===== config.mk =====
export PLATFORM = sky130hd
export DESIGN_NAME = stun_attribute_decoder
export DESIGN_NICKNAME = d
export VERILOG_FILES = /design/src/design/stunad_pkg.sv /design/src/design/stunad_decode.sv /design/src/design/stun_attribute_decoder.sv
export SDC_FILE = /design/constraint.sdc
export NUM_CORES = 1
export LEC_CHECK = 0
export BUFFER_PORTS_ARGS = -buffer_cell sky130_fd_sc_hd__clkbuf_2
export CORE_ASPECT_RATIO = 1.5
export CORE_UTILIZATION = 53
export CTS_CLUSTER_DIAMETER = 30
export CTS_CLUSTER_SIZE = 30
export DETAILED_ROUTE_END_ITERATION = 10
export PLACE_DENSITY = 0.77
export SLEW_MARGIN = 10
export SYNTH_ARGS = -nofsm -noshare
export SYNTH_HDL_FRONTEND = slang
export SYNTH_SLANG_ARGS = --single-unit

===== constraint.sdc =====
create_clock -name clk -period 5.7 [get_ports clk]
set_clock_uncertainty 0.15 [all_clocks]
set_input_delay 0.57 -clock clk [delete_from_list [all_inputs] [get_ports clk]]
set_output_delay 0.57 -clock clk [all_outputs]
set_load 0.05 [all_outputs]

===== src/design/stunad_pkg.sv =====
`default_nettype none

package stunad_pkg;

	// Fixed STUN values
	localparam logic [31:0] MAGIC_COOKIE = 32'h2112_A442;
	localparam logic [7:0]  FAMILY_IPV6  = 8'h02;
	localparam logic [16:0] HDR_SIZE     = 17'd4;
	localparam logic [4:0]  ADDR_V4_SIZE = 5'd4;
	localparam logic [4:0]  ADDR_V6_SIZE = 5'd16;
	localparam logic [7:0]  CLASS_MASK   = 8'h07;
	localparam logic [1:0]  LEN_ALIGN    = 2'h3;

	// Attribute type codes
	localparam logic [15:0] T_MAPPED_ADDRESS     = 16'h0001;
	localparam logic [15:0] T_ERROR_CODE         = 16'h0009;
	localparam logic [15:0] T_XOR_PEER_ADDRESS   = 16'h0012;
	localparam logic [15:0] T_XOR_RELAYED_ADDR   = 16'h0016;
	localparam logic [15:0] T_XOR_MAPPED_ADDRESS = 16'h0020;
	localparam logic [15:0] T_ALT_ADDRESS        = 16'h8023;

	// Configuration register indexes
	localparam int unsigned CFG_IDX_W = 1;
	localparam logic [CFG_IDX_W-1:0] REG_TID_HEAD = 1'b0;
	localparam logic [CFG_IDX_W-1:0] REG_TID_TAIL = 1'b1;
	localparam int unsigned CFG_DATA_W = 64;

	typedef enum logic [2:0] {
		ROLE_HEADER   = 3'd0,
		ROLE_RESERVED = 3'd1,
		ROLE_FAMILY   = 3'd2,
		ROLE_PORT     = 3'd3,
		ROLE_ADDRESS  = 3'd4,
		ROLE_ERRCODE  = 3'd5,
		ROLE_VALUE    = 3'd6,
		ROLE_PADDING  = 3'd7
	} role_t;

	typedef enum logic [1:0] {
		ST_OK         = 2'd0,
		ST_SHORT_BUF  = 2'd1,
		ST_LEN_TOO_BIG = 2'd2
	} status_t;

	// Per-attribute parse state
	typedef struct packed {
		logic [16:0] pos;
		logic [15:0] attr_type;
		logic [15:0] attr_len;
		logic [7:0]  family;
		logic [15:0] avail;
	} parse_state_t;

	// One decoded result item
	typedef struct packed {
		logic [7:0]  out_byte;
		role_t       byte_role;
		logic [15:0] attr_type;
		logic [15:0] attr_length;
		logic [16:0] consumed_total;
		logic        xor_type;
		logic        ipv6_family;
		logic        last;
		status_t     status;
	} result_t;

	function automatic logic is_xor_type(input logic [15:0] t);
		return (t == T_XOR_MAPPED_ADDRESS) || (t == T_XOR_PEER_ADDRESS) ||
			(t == T_XOR_RELAYED_ADDR);
	endfunction

	function automatic logic is_addr_type(input logic [15:0] t);
		return (t == T_MAPPED_ADDRESS) || (t == T_ALT_ADDRESS) || is_xor_type(t);
	endfunction

endpackage

`default_nettype wire


===== src/design/stunad_decode.sv =====
`default_nettype none

module stunad_decode (
	input  wire stunad_pkg::parse_state_t cur,
	input  wire logic [7:0]               data_byte,
	input  wire logic [15:0]              bytes_available,
	input  wire logic [31:0]              tid_head,
	input  wire logic [63:0]              tid_tail,
	output stunad_pkg::parse_state_t      nxt,
	output stunad_pkg::result_t           res
);

	logic [16:0]  body;
	logic [16:0]  addr_off;
	logic [4:0]   addr_size;
	logic [127:0] mask_vec;
	logic [15:0]  len_lo;
	logic [1:0]   len_rem;
	logic [2:0]   pad;
	logic [16:0]  consumed;
	logic         xor_now;
	logic [7:0]   ob;
	stunad_pkg::role_t   role;
	stunad_pkg::status_t status;
	logic         last;

	assign body      = cur.pos - stunad_pkg::HDR_SIZE;
	assign addr_off  = cur.pos - 17'd8;
	assign addr_size = (cur.family == stunad_pkg::FAMILY_IPV6) ?
		stunad_pkg::ADDR_V6_SIZE : stunad_pkg::ADDR_V4_SIZE;
	// Address mask bytes in order: cookie, transaction ID head, transaction ID tail
	assign mask_vec  = {stunad_pkg::MAGIC_COOKIE, tid_head, tid_tail};
	assign len_lo    = {cur.attr_len[15:8], data_byte};
	assign xor_now   = stunad_pkg::is_xor_type(cur.attr_type);

	// Step the parser by one byte
	always_comb begin
		nxt    = cur;
		ob     = data_byte;
		role   = stunad_pkg::ROLE_HEADER;
		status = stunad_pkg::ST_OK;
		last   = 1'b0;
		case (cur.pos)
			17'd0: begin
				nxt.avail     = bytes_available;
				nxt.attr_type = {data_byte, 8'h00};
				nxt.attr_len  = 16'h0000;
				nxt.family    = 8'h00;
				if (bytes_available < stunad_pkg::HDR_SIZE[15:0]) begin
					status = stunad_pkg::ST_SHORT_BUF;
					last   = 1'b1;
				end
			end
			17'd1: begin
				nxt.attr_type = {cur.attr_type[15:8], data_byte};
			end
			17'd2: begin
				nxt.attr_len = {data_byte, 8'h00};
			end
			17'd3: begin
				nxt.attr_len = len_lo;
				if (len_lo > cur.avail) begin
					status = stunad_pkg::ST_LEN_TOO_BIG;
					last   = 1'b1;
				end
			end
			default: begin
				if (body >= {1'b0, cur.attr_len}) begin
					role = stunad_pkg::ROLE_PADDING;
				end else if (stunad_pkg::is_addr_type(cur.attr_type)) begin
					if (cur.pos == 17'd4) begin
						role = stunad_pkg::ROLE_RESERVED;
					end else if (cur.pos == 17'd5) begin
						nxt.family = data_byte;
						role       = stunad_pkg::ROLE_FAMILY;
					end else if (cur.pos == 17'd6) begin
						role = stunad_pkg::ROLE_PORT;
						if (xor_now) ob = data_byte ^ stunad_pkg::MAGIC_COOKIE[31:24];
					end else if (cur.pos == 17'd7) begin
						role = stunad_pkg::ROLE_PORT;
						if (xor_now) ob = data_byte ^ stunad_pkg::MAGIC_COOKIE[23:16];
					end else if (addr_off < {12'h000, addr_size}) begin
						role = stunad_pkg::ROLE_ADDRESS;
						if (xor_now) ob = data_byte ^ mask_vec[{~addr_off[3:0], 3'b111} -: 8];
					end else begin
						role = stunad_pkg::ROLE_VALUE;
					end
				end else if (cur.attr_type == stunad_pkg::T_ERROR_CODE) begin
					if (cur.pos == 17'd4 || cur.pos == 17'd5) begin
						role = stunad_pkg::ROLE_RESERVED;
					end else if (cur.pos == 17'd6) begin
						role = stunad_pkg::ROLE_ERRCODE;
						ob   = data_byte & stunad_pkg::CLASS_MASK;
					end else if (cur.pos == 17'd7) begin
						role = stunad_pkg::ROLE_ERRCODE;
					end else begin
						role = stunad_pkg::ROLE_VALUE;
					end
				end else begin
					role = stunad_pkg::ROLE_VALUE;
				end
			end
		endcase

		// Total size once the length is known, and end of attribute
		len_rem  = nxt.attr_len[1:0] & stunad_pkg::LEN_ALIGN;
		pad      = (len_rem != 2'd0) ? (3'd4 - {1'b0, len_rem}) : 3'd0;
		consumed = 17'd0;
		if (cur.pos >= 17'd3 && status == stunad_pkg::ST_OK) begin
			consumed = stunad_pkg::HDR_SIZE + {1'b0, nxt.attr_len} + {14'h0000, pad};
			if (({1'b0, cur.pos} + 18'd1) >= {1'b0, consumed}) last = 1'b1;
		end

		nxt.pos = last ? 17'd0 : (cur.pos + 17'd1);
	end

	assign res.out_byte       = ob;
	assign res.byte_role      = role;
	assign res.attr_type      = nxt.attr_type;
	assign res.attr_length    = nxt.attr_len;
	assign res.consumed_total = consumed;
	assign res.xor_type       = stunad_pkg::is_xor_type(nxt.attr_type);
	assign res.ipv6_family    = (nxt.family == stunad_pkg::FAMILY_IPV6);
	assign res.last           = last;
	assign res.status         = status;

endmodule

`default_nettype wire


===== src/design/stun_attribute_decoder.sv =====
// Channel  | Dir | Ports                          | Content
// s_axis   | in  | s_tvalid s_tready s_tdata[23:0]| one attribute byte + buffer size
// m_axis   | out | m_tvalid m_tready m_tdata[63:0]| decoded byte, header fields, total
//          |     | m_tuser[6:0] m_tlast           | role/flags/status, end of attribute
// cfg      | in  | cfg_we cfg_index cfg_data[63:0]| transaction ID words
//
// One byte per cycle while the output is not stalled: an item sits in the input
// register, then the parser updates its state and writes the result register.
// The byte position and header registers are the only loop.
// arst_n clears both stage valids, the parse state and the transaction ID.
// A stalled output holds its result; the input stage keeps taking items while
// the input register is empty or moving on.
`default_nettype none

module stun_attribute_decoder (
	input  wire logic        clk,
	input  wire logic        arst_n,
	// s_tdata: [7:0] data_byte, [23:8] bytes_available
	input  wire logic        s_tvalid,
	output logic             s_tready,
	input  wire logic [23:0] s_tdata,
	// m_tdata: [7:0] out_byte, [23:8] attr_type, [39:24] attr_length,
	//          [56:40] consumed_total, [63:57] zero
	output logic             m_tvalid,
	input  wire logic        m_tready,
	output logic [63:0]      m_tdata,
	// m_tuser: [2:0] byte_role, [3] xor_type, [4] ipv6_family, [6:5] status
	output logic [6:0]       m_tuser,
	output logic             m_tlast,
	input  wire logic        cfg_we,
	input  wire logic [stunad_pkg::CFG_IDX_W-1:0]  cfg_index,
	input  wire logic [stunad_pkg::CFG_DATA_W-1:0] cfg_data
);

	logic        v_s1;
	logic [7:0]  byte_s1;
	logic [15:0] avail_s1;
	logic        v_s2;
	stunad_pkg::result_t      res_s2;
	stunad_pkg::parse_state_t st_q;
	stunad_pkg::parse_state_t st_nxt;
	stunad_pkg::result_t      res_nxt;
	logic [31:0] tid_head_q;
	logic [63:0] tid_tail_q;
	logic        adv_s1;

	assign adv_s1   = v_s1 && (!v_s2 || m_tready);
	assign s_tready = !v_s1 || adv_s1;

	// Configuration registers
	always_ff @(posedge clk or negedge arst_n) begin
		if (!arst_n) begin
			tid_head_q <= '0;
			tid_tail_q <= '0;
		end else if (cfg_we) begin
			if (cfg_index == stunad_pkg::REG_TID_HEAD) tid_head_q <= cfg_data[31:0];
			if (cfg_index == stunad_pkg::REG_TID_TAIL) tid_tail_q <= cfg_data;
		end
	end

	// Input register
	always_ff @(posedge clk or negedge arst_n) begin
		if (!arst_n) begin
			v_s1 <= 1'b0;
		end else if (s_tready) begin
			v_s1 <= s_tvalid;
		end
	end

	always_ff @(posedge clk) begin
		if (s_tready && s_tvalid) begin
			byte_s1  <= s_tdata[7:0];
			avail_s1 <= s_tdata[23:8];
		end
	end

	stunad_decode u_decode (
		.cur             (st_q),
		.data_byte       (byte_s1),
		.bytes_available (avail_s1),
		.tid_head        (tid_head_q),
		.tid_tail        (tid_tail_q),
		.nxt             (st_nxt),
		.res             (res_nxt)
	);

	// Advance parse state as each item moves to the result register
	always_ff @(posedge clk or negedge arst_n) begin
		if (!arst_n) begin
			st_q <= '0;
			v_s2 <= 1'b0;
		end else begin
			if (adv_s1) st_q <= st_nxt;
			if (adv_s1) begin
				v_s2 <= 1'b1;
			end else if (m_tready) begin
				v_s2 <= 1'b0;
			end
		end
	end

	always_ff @(posedge clk) begin
		if (adv_s1) res_s2 <= res_nxt;
	end

	assign m_tvalid = v_s2;
	assign m_tdata  = {7'h00, res_s2.consumed_total, res_s2.attr_length,
		res_s2.attr_type, res_s2.out_byte};
	assign m_tuser  = {res_s2.status, res_s2.ipv6_family, res_s2.xor_type, res_s2.byte_role};
	assign m_tlast  = res_s2.last;

endmodule

`default_nettype wire


# Word-level counts from Yosys, hierarchy flattened
# Index checks and enable logic that the tools add are counted.
# totals
reg_bits	260
inputBits	94
out_inout_bits	74
wordCells	125
# op_classes
n_addsub	7
magnitude_cmp	6
eq_ne	18
shift	1
muxes	45
bitwise	5
n_reduce_logical	23
# op_table
operator	n
$shiftx A135 B8 Y8	1
$mux W8	16
$eq A17 B3 Y1 const B	4
$eq A16 B5 Y1 const B	4
$pmux W16 S3	1
$eq A17 B2 Y1 const B	2
$eq A16 B6 Y1 const B	2
$pmux W16 S2	1
$mux W3	10
$add A17 B1 Y18 const B	1
$ge A18 B17 Y1	1
$add A17 B1 Y17 const B	1
$add A17 B3 Y17	1
$add A3 B16 Y17 const A	1
$eq A17 B1 Y1 const B	1
$ge A17 B16 Y1	1
$ge A17 B2 Y1 const B	1
$logic_not A17 Y1	1
$lt A17 B5 Y1	1
$mux W17	1
$sub A17 B3 Y17 const B	1
$sub A17 B4 Y17 const B	1
$eq A16 B1 Y1 const B	1
$eq A16 B16 Y1 const B	1
other kinds (24)	49

# Depth between registers and ports, before layout
# Gate-level depths: netlist (run 1).
# depth
depth_word	13
mapped_depth	27
depth_no_buf	24

# By module
# A second synthesis (run 1) with hierarchy kept.
# hier_totals
cells_unflattened	1206
area_unflattened_um2	14682.8
# modules_own_cells
mod	n_inst	cells_each	area_per_inst_um2	seq_area_each_um2
stun_attribute_decoder	1	464	9414.0	6951.7
stunad_decode	1	742	5268.8	0.0

# Least setup slack after synthesis (run 1)
# Ideal clock, no wire load.
# synth_timing
path_type	flip-flop to flip-flop
start	reg st_q[59] (netlist name)
end	reg res_s2, in the netlist m_tlast, data pin
setup_ps	268
arrival_time_ps	5431
t_required_ps	5282
setup_slack_ps	-149
path_stages_with_launch	26
n_path_buf	3
synth_period_minus_slack_ps	5849
cell_sequence	dfrtp_1 clkinv_1 ha_1 buf_6 nor3b_1 and4_1 buf_6 nand2_1 a22oi_1 inv_1 ha_1 xor2_1 ha_1 fa_1 a21oi_1 or3_4 nor4_1 or2_1 ha_1 o21ai_0 nor3_1 a22oi_1 a31oi_1 nor3_1 inv_1 buf_2
# synth_lines
item	line_no	source
start, declared	stun_attribute_decoder.sv:40	stunad_pkg::parse_state_t st_q;
start signal, assigned	stun_attribute_decoder.sv:93	if (adv_s1) st_q <= st_nxt;
end signal, assigned	stun_attribute_decoder.sv:103	if (adv_s1) res_s2 <= res_nxt;
end, declared	stun_attribute_decoder.sv:39	stunad_pkg::result_t res_s2;

# Worst setup path in the final report (run 1)
# layout_timing
start	reg st_q[60] (netlist name)
end	reg st_q[66] (netlist name)
# layout_via
elab_chain_len	9
word_cells_on_any_way	20
classes_between	add/sub (5); order compare (2); eq/ne (2); mux (7); reduce/logical (4)
# layout_lines
item	line_no	source
parallel branches: the longest is 8 deep, another holds $ge A18 B17 Y1	-	
$mux W17 *	stunad_decode.sv:114	nxt.pos = last ? 17'd0 : (cur.pos + 17'd1);
# Every way passes the cells marked *.
# A chain may end at the register's enable or synchronous reset.

==> results_dict.tcl, run 1 <==
set metrics [dict create \
    regToRegEndpoint "st_q[66]" \
    detail-route-antenna-nets 0 \
    power.ir.vdd_worst_v 0.000318 \
    flow.area_growth_from_synthesis_pct 19.0 \
    synth-seq-area-share 0.499 \
    hold-worst-slack_ns 0.0594 \
    tritoncts.num_buffers 38 \
    post-layout-total-power_mw 9.61 \
    critPathKind "flop to flop" \
    worst-r2r-cell-count 23 \
    drt-vias-per-instance 6.01 \
    worstPathMaxFanout 7 \
    timing.critical_path.to_type "flop" \
    placement_rows 72 \
    placedInstanceArea_um2 15200 \
    dp.cells 1676 \
    hold_viol 0 \
    htreeDepth 2 \
    clock_tree_from_tritoncts "built" \
    yosysWarnings 0 \
    layout_common_cells "dfrtp_1 (169), clkbuf_2 (159), mux2_2 (117)" \
    grt_use_total 0.287 \
    ys_dominant_reg_cell "dfrtp_1" \
    grt_antenna_before_repair 0 \
    drt_drc_violations_left 0 \
    max_slew.worst_pin.slew_ns 1.06 \
    worst_setup_hold_path_clk_slew_ns 0.06 \
    setup.worst_path.start_class "flop" \
    clk_root_buffer_cell "clkbuf_16" \
    num-nets-final 1546 \
    dp_slack_ns 0.139 \
    floorplan.die.width_um 134 \
    timing.max_cap.violations 0 \
    setup_ws_ns 0.211 \
    timing.final.max_slew_violations 0 \
    r2r_setup_slack_ns 0.21 \
    finalSetupViolCount 0 \
    relSlewSlack 0.295 \
    holdCritPathClass "input pin to flop" \
    hold_path_depth 1 \
    cp.arrival_ns 5.73 \
    grt_first_pass_wirelength_mm 58.9 \
    clock_tree.buffer_depth 3 \
    height_of_the_die_um 201 \
    ys_async_sr_fraction 0.658 \
    detailed_place_hpwl_mm 27.0 \
    drtPass1Iterations 5 \
    setup_tns_ns 0 \
    regToRegStartpoint "st_q[60]" \
    synthesis.instances 1194 \
    post_drt_wl_per_cell_um 21.4 \
    layout-drive-gt1-share 0.329 \
    fin_cells 1750 \
    floorplan.die_area_um2 26900 \
    critical_path_data_required_time_ns 5.95 \
    leakage_nw 7.43 \
    finalWeightedCongestion 0.948 \
    drt_iter0_markers 608 \
    synth_area_per_cell_um2 11.7 \
    io_pins 168 \
    finalCritPeriodShare 0.963 \
    outcome "finished, final reports clean" \
    post_synth_instance_area_um2 13900 \
    final.min_clock_period_ns 5.49 \
    whs_endpoint "avail_s1[11]" \
    grt_max_degree 69 \
    synth_edf_count 89 \
    worstSkewPairLatency_ns 0.53 \
    routed-via-count 10525 \
    cellPowerDensity_nw_per_um2 580 \
    initial_utilization 0.541 \
    finalInstanceArea_um2 16600 \
    core_area_um2 25800 \
    fin_util 0.644 \
    number_of_global_route_vias_before_repair 11009 \
    ys_ff_latch 260 \
    port_buffers 160 \
    final_common_cell "dfrtp_1" \
    route.final.wire_length_mm 37.5 \
    globalRoute.totalOverflow 0 \
    numClockSinks 260 \
    post_synth_num_cell_types 85 \
    hp-start "s_tdata[19]" \
    max_freq_ghz 0.182 \
    num_antenna_cells 0 \
]
power breakdown:
group	total [mW]	internal [mW]	switching, mW	leakage [nW]
Combinational	4.47	1.65	2.82	3.81
Clock	2.41	1.49	0.919	0.639
Sequential	2.73	2.45	0.284	2.97
Total	9.61	5.59	4.02	7.43
metal layers:
metal  vias up  routed length (µm)  global-route usage  share of wire
met4         0                2500               0.180          0.067
met5         -                   0                   0              0
met3       152                2440              0.0631          0.065
met2       454               19300               0.504           0.51
li1       4790                   -                   -              -
met1      5129               13300               0.310           0.35
sequential cells by signal, indices dropped and copies added (netlist names):
register and flops:
st_q 73, m_tuser 7, m_tlast 1, m_tvalid 1
tid_head_q 32, avail_s1 16, byte_s1 8, v_s1 1
tid_tail_q 64, m_tdata 57
synthesized netlist by cell type, types with 12 or more instances:
cell | count | share of area
clkbuf_1 | 34 | 0.0092
mux4_2 | 26 | 0.042
xor2_1 | 14 | 0.0088
a21oi_1 | 39 | 0.014
a21boi_0 | 12 | 0.0065
ha_1 | 63 | 0.057
o21ai_0 | 60 | 0.022
nor3_1 | 23 | 0.0083
a21o_1 | 25 | 0.013
mux2_2 | 117 | 0.095
nand2_1 | 101 | 0.027
a22oi_1 | 16 | 0.0086
inv_1 | 65 | 0.018
nor4_1 | 21 | 0.0094
a22o_1 | 13 | 0.0082
xnor2_1 | 22 | 0.014
nand4_1 | 29 | 0.013
nand3_1 | 31 | 0.011
dfrtp_1 | 171 | 0.31
edfxtp_1 | 89 | 0.19
nor2_1 | 50 | 0.013
cell type report:
type,instances,area (µm²)
inverters,68,258
clock inverters,27,327
repair buffers,217,1240
flip-flops and latches,260,6950
clock buffers,42,1010
well taps,333,417
fillers,2010,9190
multi-input cells,803,6380
cells by family after synthesis:
family | share of synthesized area
simple gates | 0.122
flops | 0.499
compound gates | 0.109
mux | 0.141
buf+inv | 0.0475
fa+ha+maj | 0.0580
xor+xnor | 0.0226
other cells | 0.000269
how the worst max path moves through the flow:
stage	slack (ns)	startpoint	endpoint
final	0.21	st_q[60]	st_q[66]
after global routing	-0.03	st_q[60]	st_q[61]
after CTS	0.10	st_q[65]	st_q[66]
after detailed placement	0.14	st_q[65]	st_q[66]
after global placement	0.29	st_q[65]	st_q[66]
after floorplan	0.02	st_q[59]	m_tlast
what timing repair did:
| item | 4_1_cts | 5_1_grt |
|---|---|---|
| buffers inserted | 0 | 4 |
| resized for setup | 0 | 5 |
| endpoints found under the hold margin | 66 | 0 |
| hold buffers | 1 | 0 |
| setup endpoints to repair | 0 | 18 |
critical path, stage by stage (launching register included):
cell     delay (ns)
dfrtp_1        0.40
nor4_4         0.27
buf_4          0.19
and4_1         0.25
nand2_1        0.11
buf_4          0.17
a22oi_2        0.21
ha_1           0.27
xor2_1         0.16
ha_1           0.21
fa_1           0.22
a21oi_1        0.08
buf_4          0.16
or3_4          0.36
o21a_1         0.19
or2_1          0.23
ha_1           0.30
nand3_1        0.12
nor4_1         0.31
a22oi_1        0.12
a31oi_2        0.30
nor3_2         0.10
buf_4          0.17
a221o_1        0.31
No activity file was read; power rests on OpenSTA's default activity.
==> run 2: changes to the inputs <==
--- a/config.mk
+++ b/config.mk
@@ -7,11 +7,12 @@
 export LEC_CHECK = 0
 export BUFFER_PORTS_ARGS = -buffer_cell sky130_fd_sc_hd__clkbuf_2
 export CORE_ASPECT_RATIO = 1.5
-export CORE_UTILIZATION = 53
+export CORE_UTILIZATION = 55
+export CTS_BUF_LIST = sky130_fd_sc_hd__clkbuf_2
 export CTS_CLUSTER_DIAMETER = 30
 export CTS_CLUSTER_SIZE = 30
 export DETAILED_ROUTE_END_ITERATION = 10
-export PLACE_DENSITY = 0.77
+export PLACE_DENSITY = 0.79
 export SLEW_MARGIN = 10
 export SYNTH_ARGS = -nofsm -noshare
 export SYNTH_HDL_FRONTEND = slang
==> results_dict.tcl, run 2 (synthesis gave the netlist of run 1 again) <==
set metrics [dict create \
    outcome "finished, final reports clean" \
    power.ir.vdd_worst_v 0.000307 \
    leakage_nw 7.50 \
    drtPass1Iterations 5 \
    max_freq_ghz 0.184 \
    layout-drive-gt1-share 0.312 \
    cp.arrival_ns 6.05 \
    worst-r2r-cell-count 23 \
    wl_met1_mm 13.9 \
    clock_tree_from_tritoncts "built" \
    num-nets-final 1634 \
    finalWeightedCongestion 0.995 \
    setup.worst_path.start_class "flop" \
    flow.area_growth_from_synthesis_pct 20.2 \
    relSlewSlack 0.266 \
    core_area_um2 25000 \
    floorplan.die.width_um 132 \
    post_drt_wl_per_cell_um 21.6 \
    routed-via-count 11008 \
    path_buf_inv 3 \
    final.fill_count 1855 \
    timing.final.max_slew_violations 0 \
    largest_register_ff_count 73 \
    grt_max_degree 116 \
    drt_drc_violations_left 0 \
    height_of_the_die_um 197 \
    placement_rows 71 \
    fin_cells 1837 \
    crit_cells 23 \
    route.final.wire_length_mm 39.8 \
    maxUsedRoutingLayer "met4" \
    finalCritPeriodShare 0.954 \
    grt_use_total 0.313 \
    setup_tns_ns 0 \
    critical_path.max_stage_delay_ns 0.50 \
    initial_utilization 0.558 \
    timing.critical_path.to_type "flop" \
    worstSkewPairLatency_ns 0.94 \
    final.min_clock_period_ns 5.44 \
    clk_root_buffer_cell "clkbuf_2" \
    register_containing_the_most_flip_flops_in_the_final_layout "st_q" \
    final_common_cell "clkbuf_2" \
    met3WireLength_mm 2.54 \
    critical_path.cell_chain "nor4_4, and4_4, nand2_1, a22oi_2, inv_1, ha_1, xor2_1, ha_2, fa_2, a21oi_1, buf_4, or3_4, o21a_1, or2_1, ha_1, nand3_1, o22ai_1, nor3_2, o22a_1, a31oi_4, buf_4, o41ai_2, a22o_1" \
    finalSetupViolCount 0 \
    globalRoute.totalOverflow 0 \
    layout_common_cells "clkbuf_2 (202), dfrtp_1 (170), mux2_2 (117)" \
    grt_antenna_before_repair 2 \
    rsz0062_at_grt "no" \
    holdCritPathClass "input pin to asynchronous set/reset pin" \
    hold_viol 0 \
    max_slew.worst_pin.slew_ns 1.10 \
    cellPowerDensity_nw_per_um2 513 \
    numClockSinks 260 \
    tritoncts.num_buffers 39 \
    grt_first_pass_wirelength_mm 62.0 \
    detailed_place_hpwl_mm 26.8 \
    critical_path_data_required_time_ns 6.31 \
    htreeDepth 2 \
    timing.max_cap.violations 0 \
    number_of_global_route_vias_before_repair 11597 \
    worstPathMaxFanout 5 \
    met2_length_mm 20.5 \
    drt-vias-per-instance 5.99 \
    drt_iter0_markers 685 \
    clock_tree.buffer_depth 3 \
    critPathKind "flop to flop" \
    worst_setup_hold_path_clk_slew_ns 0.24 \
    floorplan.die_area_um2 26000 \
    critical-path-top-delay-family "simple AND/OR/NAND/NOR gates" \
    port_buffers 160 \
    cpMaxStageDelayCell "nor4_4" \
    detail-route-antenna-nets 0 \
    io_pins 168 \
    dp.cells 1670 \
]
[run 2: changes by cell type in the layout (fill, tap and decap cells not counted), sizes merged]
cell / change
dlygate4sd3: +91
bufinv: +2
clkinv: -2
diode: +2
inv: +2
clkbuf: +1
buf: -4
[run 2: final timing paths]
path                             start     endpoint  slack [ns]
max in group asynchronous       arst_n     st_q[65]        3.66
min in group clk           s_tdata[17]  avail_s1[9]        0.19
hold / removal                  arst_n      st_q[3]        0.17
setup / recovery              st_q[60]     st_q[61]        0.26
setup reg to reg              st_q[60]     st_q[61]        0.26
hold reg to reg                   v_s1     m_tvalid        0.32
[run 2: layer usage]
metal / up-vias / track usage
met1: 5383 / 0.333
met3: 168 / 0.0586
met4: 0 / 0.237
li1: 4958 / -
met2: 499 / 0.550
met5: - / 0
[run 2: power by group]
| part | switching [mW] | internal, mW |
|---|---|---|
| combinational | 2.83 | 1.70 |
| sequential | 0.295 | 2.44 |
| clock | 0.786 | 0.537 |
[run 2: final cells by class]
cell class,count,area [µm²],area share
Antenna cell,2,5.00,0.000299
Clock buffer,43,215,0.0129
Clock inverter,29,363,0.0217
Inverter,68,258,0.0154
Multi-Input combinational cell,803,6410,0.383
Sequential cell,260,6950,0.415
Tap cell,328,410,0.0245
Timing Repair Buffer,304,2120,0.127
[run 2: timing repair]
action                                 CTS  global route
buffers inserted                         1             0
endpoints found under the hold margin  236             0
hold buffers                            92             0
pin swaps                                1             4
setup endpoints to repair                1            18
resized for setup                        0            13
cloned                                   0             0
[run 2: through the flow]
stage / setup WS [ns] / cell area (µm²) / total power [mW] / hold slack, ns / utilization
4_1_cts: 0.0989 / 16700 / 8.44 / 0.153 / 0.668
3_5_place_dp: 0.0766 / 15200 / 7.08 / 0.320 / 0.608
2_1_floorplan: 0.0186 / 14000 / 5.81 / 0.124 / -
5_1_grt: 0.0109 / 16700 / 9.06 / 0.150 / 0.670
3_3_place_gp: 0.330 / 15200 / 6.97 / 0.314 / 0.608
6_report: 0.261 / 16700 / 8.59 / 0.168 / 0.670
==> run 3: changes to the inputs <==
==> constraint.sdc (replaced) <==
create_clock -name clk -period 4.5 [get_ports clk]
set_clock_uncertainty 0.15 [all_clocks]
set_input_delay 0.45 -clock clk [delete_from_list [all_inputs] [get_ports clk]]
set_output_delay 0.45 -clock clk [all_outputs]
set_load 0.05 [all_outputs]
==> results_dict.tcl, run 3 (synthesis gave the netlist of run 1 again) <==
set metrics [dict create \
    outcome "finished, violations left" \
    failed_checks "negative setup slack" \
    layout_common_cells "clkbuf_2 (200), dfrtp_1 (167), mux2_2 (117)" \
    floorplan.die.width_um 132 \
    regToRegStartpoint "st_q[70]" \
    setup.worst_path.start_class "flop" \
    cp.arrival_ns 5.65 \
    globalRoute.totalOverflow 0 \
    max_freq_ghz 0.193 \
    floorplan.die_area_um2 26000 \
    initial_utilization 0.558 \
    flow.area_growth_from_synthesis_pct 24.9 \
    drt_drc_violations_left 0 \
    height_of_the_die_um 197 \
    critical_path_data_required_time_ns 4.96 \
    clk_root_buffer_cell "clkbuf_2" \
    detailed_place_hpwl_mm 28.3 \
    numClockSinks 260 \
    max_slew.worst_pin.slew_ns 1.16 \
    finalSetupViolCount 18 \
    final.fill_count 1718 \
    cellPowerDensity_nw_per_um2 656 \
    placement_rows 71 \
    core_area_um2 25000 \
    power.ir.vdd_worst_v 0.000348 \
    post_drt_wl_per_cell_um 22.1 \
    final_common_cell "clkbuf_2" \
    port_buffers 160 \
    clock_tree.buffer_depth 3 \
    drt-vias-per-instance 5.98 \
    regToRegEndpoint "m_tlast" \
    r2r_setup_slack_ns -0.69 \
    finalWeightedCongestion 0.929 \
    io_pins 168 \
    finalCritPeriodShare 1.15 \
    clock_tree_from_tritoncts "built" \
    critPathKind "flop to flop" \
    worst-r2r-cell-count 22 \
    routed-via-count 11345 \
    worstPathMaxFanout 7 \
    timing.critical_path.to_type "flop" \
    holdCritPathClass "input pin to asynchronous set/reset pin" \
    detail-route-antenna-nets 0 \
    number_of_global_route_vias_before_repair 11794 \
    grt_use_total 0.325 \
    worstSkewPairLatency_ns 0.89 \
    register_containing_the_most_flip_flops_in_the_final_layout "st_q" \
    layout-drive-gt1-share 0.357 \
    htreeDepth 2 \
    rsz0062_at_grt "yes" \
    drtPass1Iterations 5 \
    grt_first_pass_wirelength_mm 64.2 \
    leakage_nw 7.81 \
    setup_ws_ns -0.686 \
    hold_viol 0 \
    largest_register_ff_count 73 \
    timing.max_cap.violations 0 \
    final.min_clock_period_ns 5.19 \
    route.final.wire_length_mm 41.9 \
    grt_max_degree 125 \
    num-nets-final 1697 \
    tritoncts.num_buffers 38 \
    timing.final.max_slew_violations 0 \
    setup.worst_path.start "st_q[70]" \
    worst_setup_hold_path_clk_slew_ns 0.21 \
    grt_antenna_before_repair 2 \
    fin_util 0.697 \
    relSlewSlack 0.226 \
    hold-worst-slack_ns 0.0585 \
    drt_iter0_markers 907 \
]
## run 3: cell types whose count changed in the layout (fill, tap and decap cells not counted), sizes merged
cell,delta
clkinvlp,+3
bufinv,-2
buf,+63
clkbuf,-2
inv,-1
## run 3: per-layer routing
layer  global-route usage  vias up  wire (µm)
li1                     -     5096          -
met1                0.346     5567      14600
met2                0.583      520      21700
met3               0.0509      162       2480
met4                0.236        0       3090
met5                    0        -          0
## run 3: timing repair
item / 4_1_cts / 5_1_grt
setup buffers: 5 / 9
cloned: 0 / 1
endpoints found under the setup margin: 18 / 18
endpoints found under the hold margin: 233 / 0
hold buffers: 92 / 0
pin swaps: 1 / 8
gates resized for setup: 13 / 30
## run 3: worst max-delay path, cell delays in order (launching register included)
cell	delay, ns
dfrtp_1	0.45
nor4_4	0.41
buf_4	0.18
and4_4	0.22
and3_4	0.19
a22oi_2	0.06
inv_2	0.08
ha_4	0.20
xor2_2	0.16
ha_2	0.19
fa_2	0.39
a21oi_4	0.21
nor2_2	0.08
xnor2_1	0.25
ha_1	0.29
a21o_1	0.16
a21o_1	0.16
a21o_1	0.18
a22oi_2	0.23
a31oi_4	0.16
nor3_4	0.32
buf_6	0.17
inv_8	0.05
## run 3: power by group
part / internal, mW / total, mW / switching [mW] / leakage (nW)
registers: 3.09 / 3.48 / 0.386 / 2.97
logic: 2.58 / 6.38 / 3.80 / 4.53
clock network: 0.552 / 1.55 / 0.996 / 0.299
total: 6.22 / 11.4 / 5.18 / 7.81
## run 3: cell type report
cell class                 instances  area (µm²)  share of cell area
antenna                            2        5.00            0.000288
clock buffer                      41         205              0.0118
clock inverter                    28         310              0.0178
inverter                          68         273              0.0157
multi-input combinational        803        6600               0.380
sequential                       260        6960               0.400
tap                              328         410              0.0236
timing repair buffer             367        2620               0.151
timing repair inverter             1        6.26            0.000360
## run 3: how the worst max path moves through the flow
| stage | endpoint | slack, ns |
|---|---|---|
| after CTS | st_q[72] | -0.53 |
| after global placement | st_q[58] | -0.47 |
| final | m_tlast | -0.69 |
| after floorplan | m_tlast | -0.56 |
| after detailed placement | m_tlast | -0.58 |
| after global routing | m_tlast | -0.87 |
## run 3: metrics by stage
stage               cells  TNS (ns)  area, µm²  worst slack (ns)  total power [mW]
finish               1898    -11.11      17400            -0.686              11.4
global route         1898    -14.71      17400            -0.866              12.0
CTS                  1886     -8.54      17200            -0.525              11.1
detailed placement   1720     -9.60      15600            -0.584              9.40
global placement     1720     -7.34      15600            -0.472              9.24
floorplan            1200     -8.25      14100            -0.565              7.46
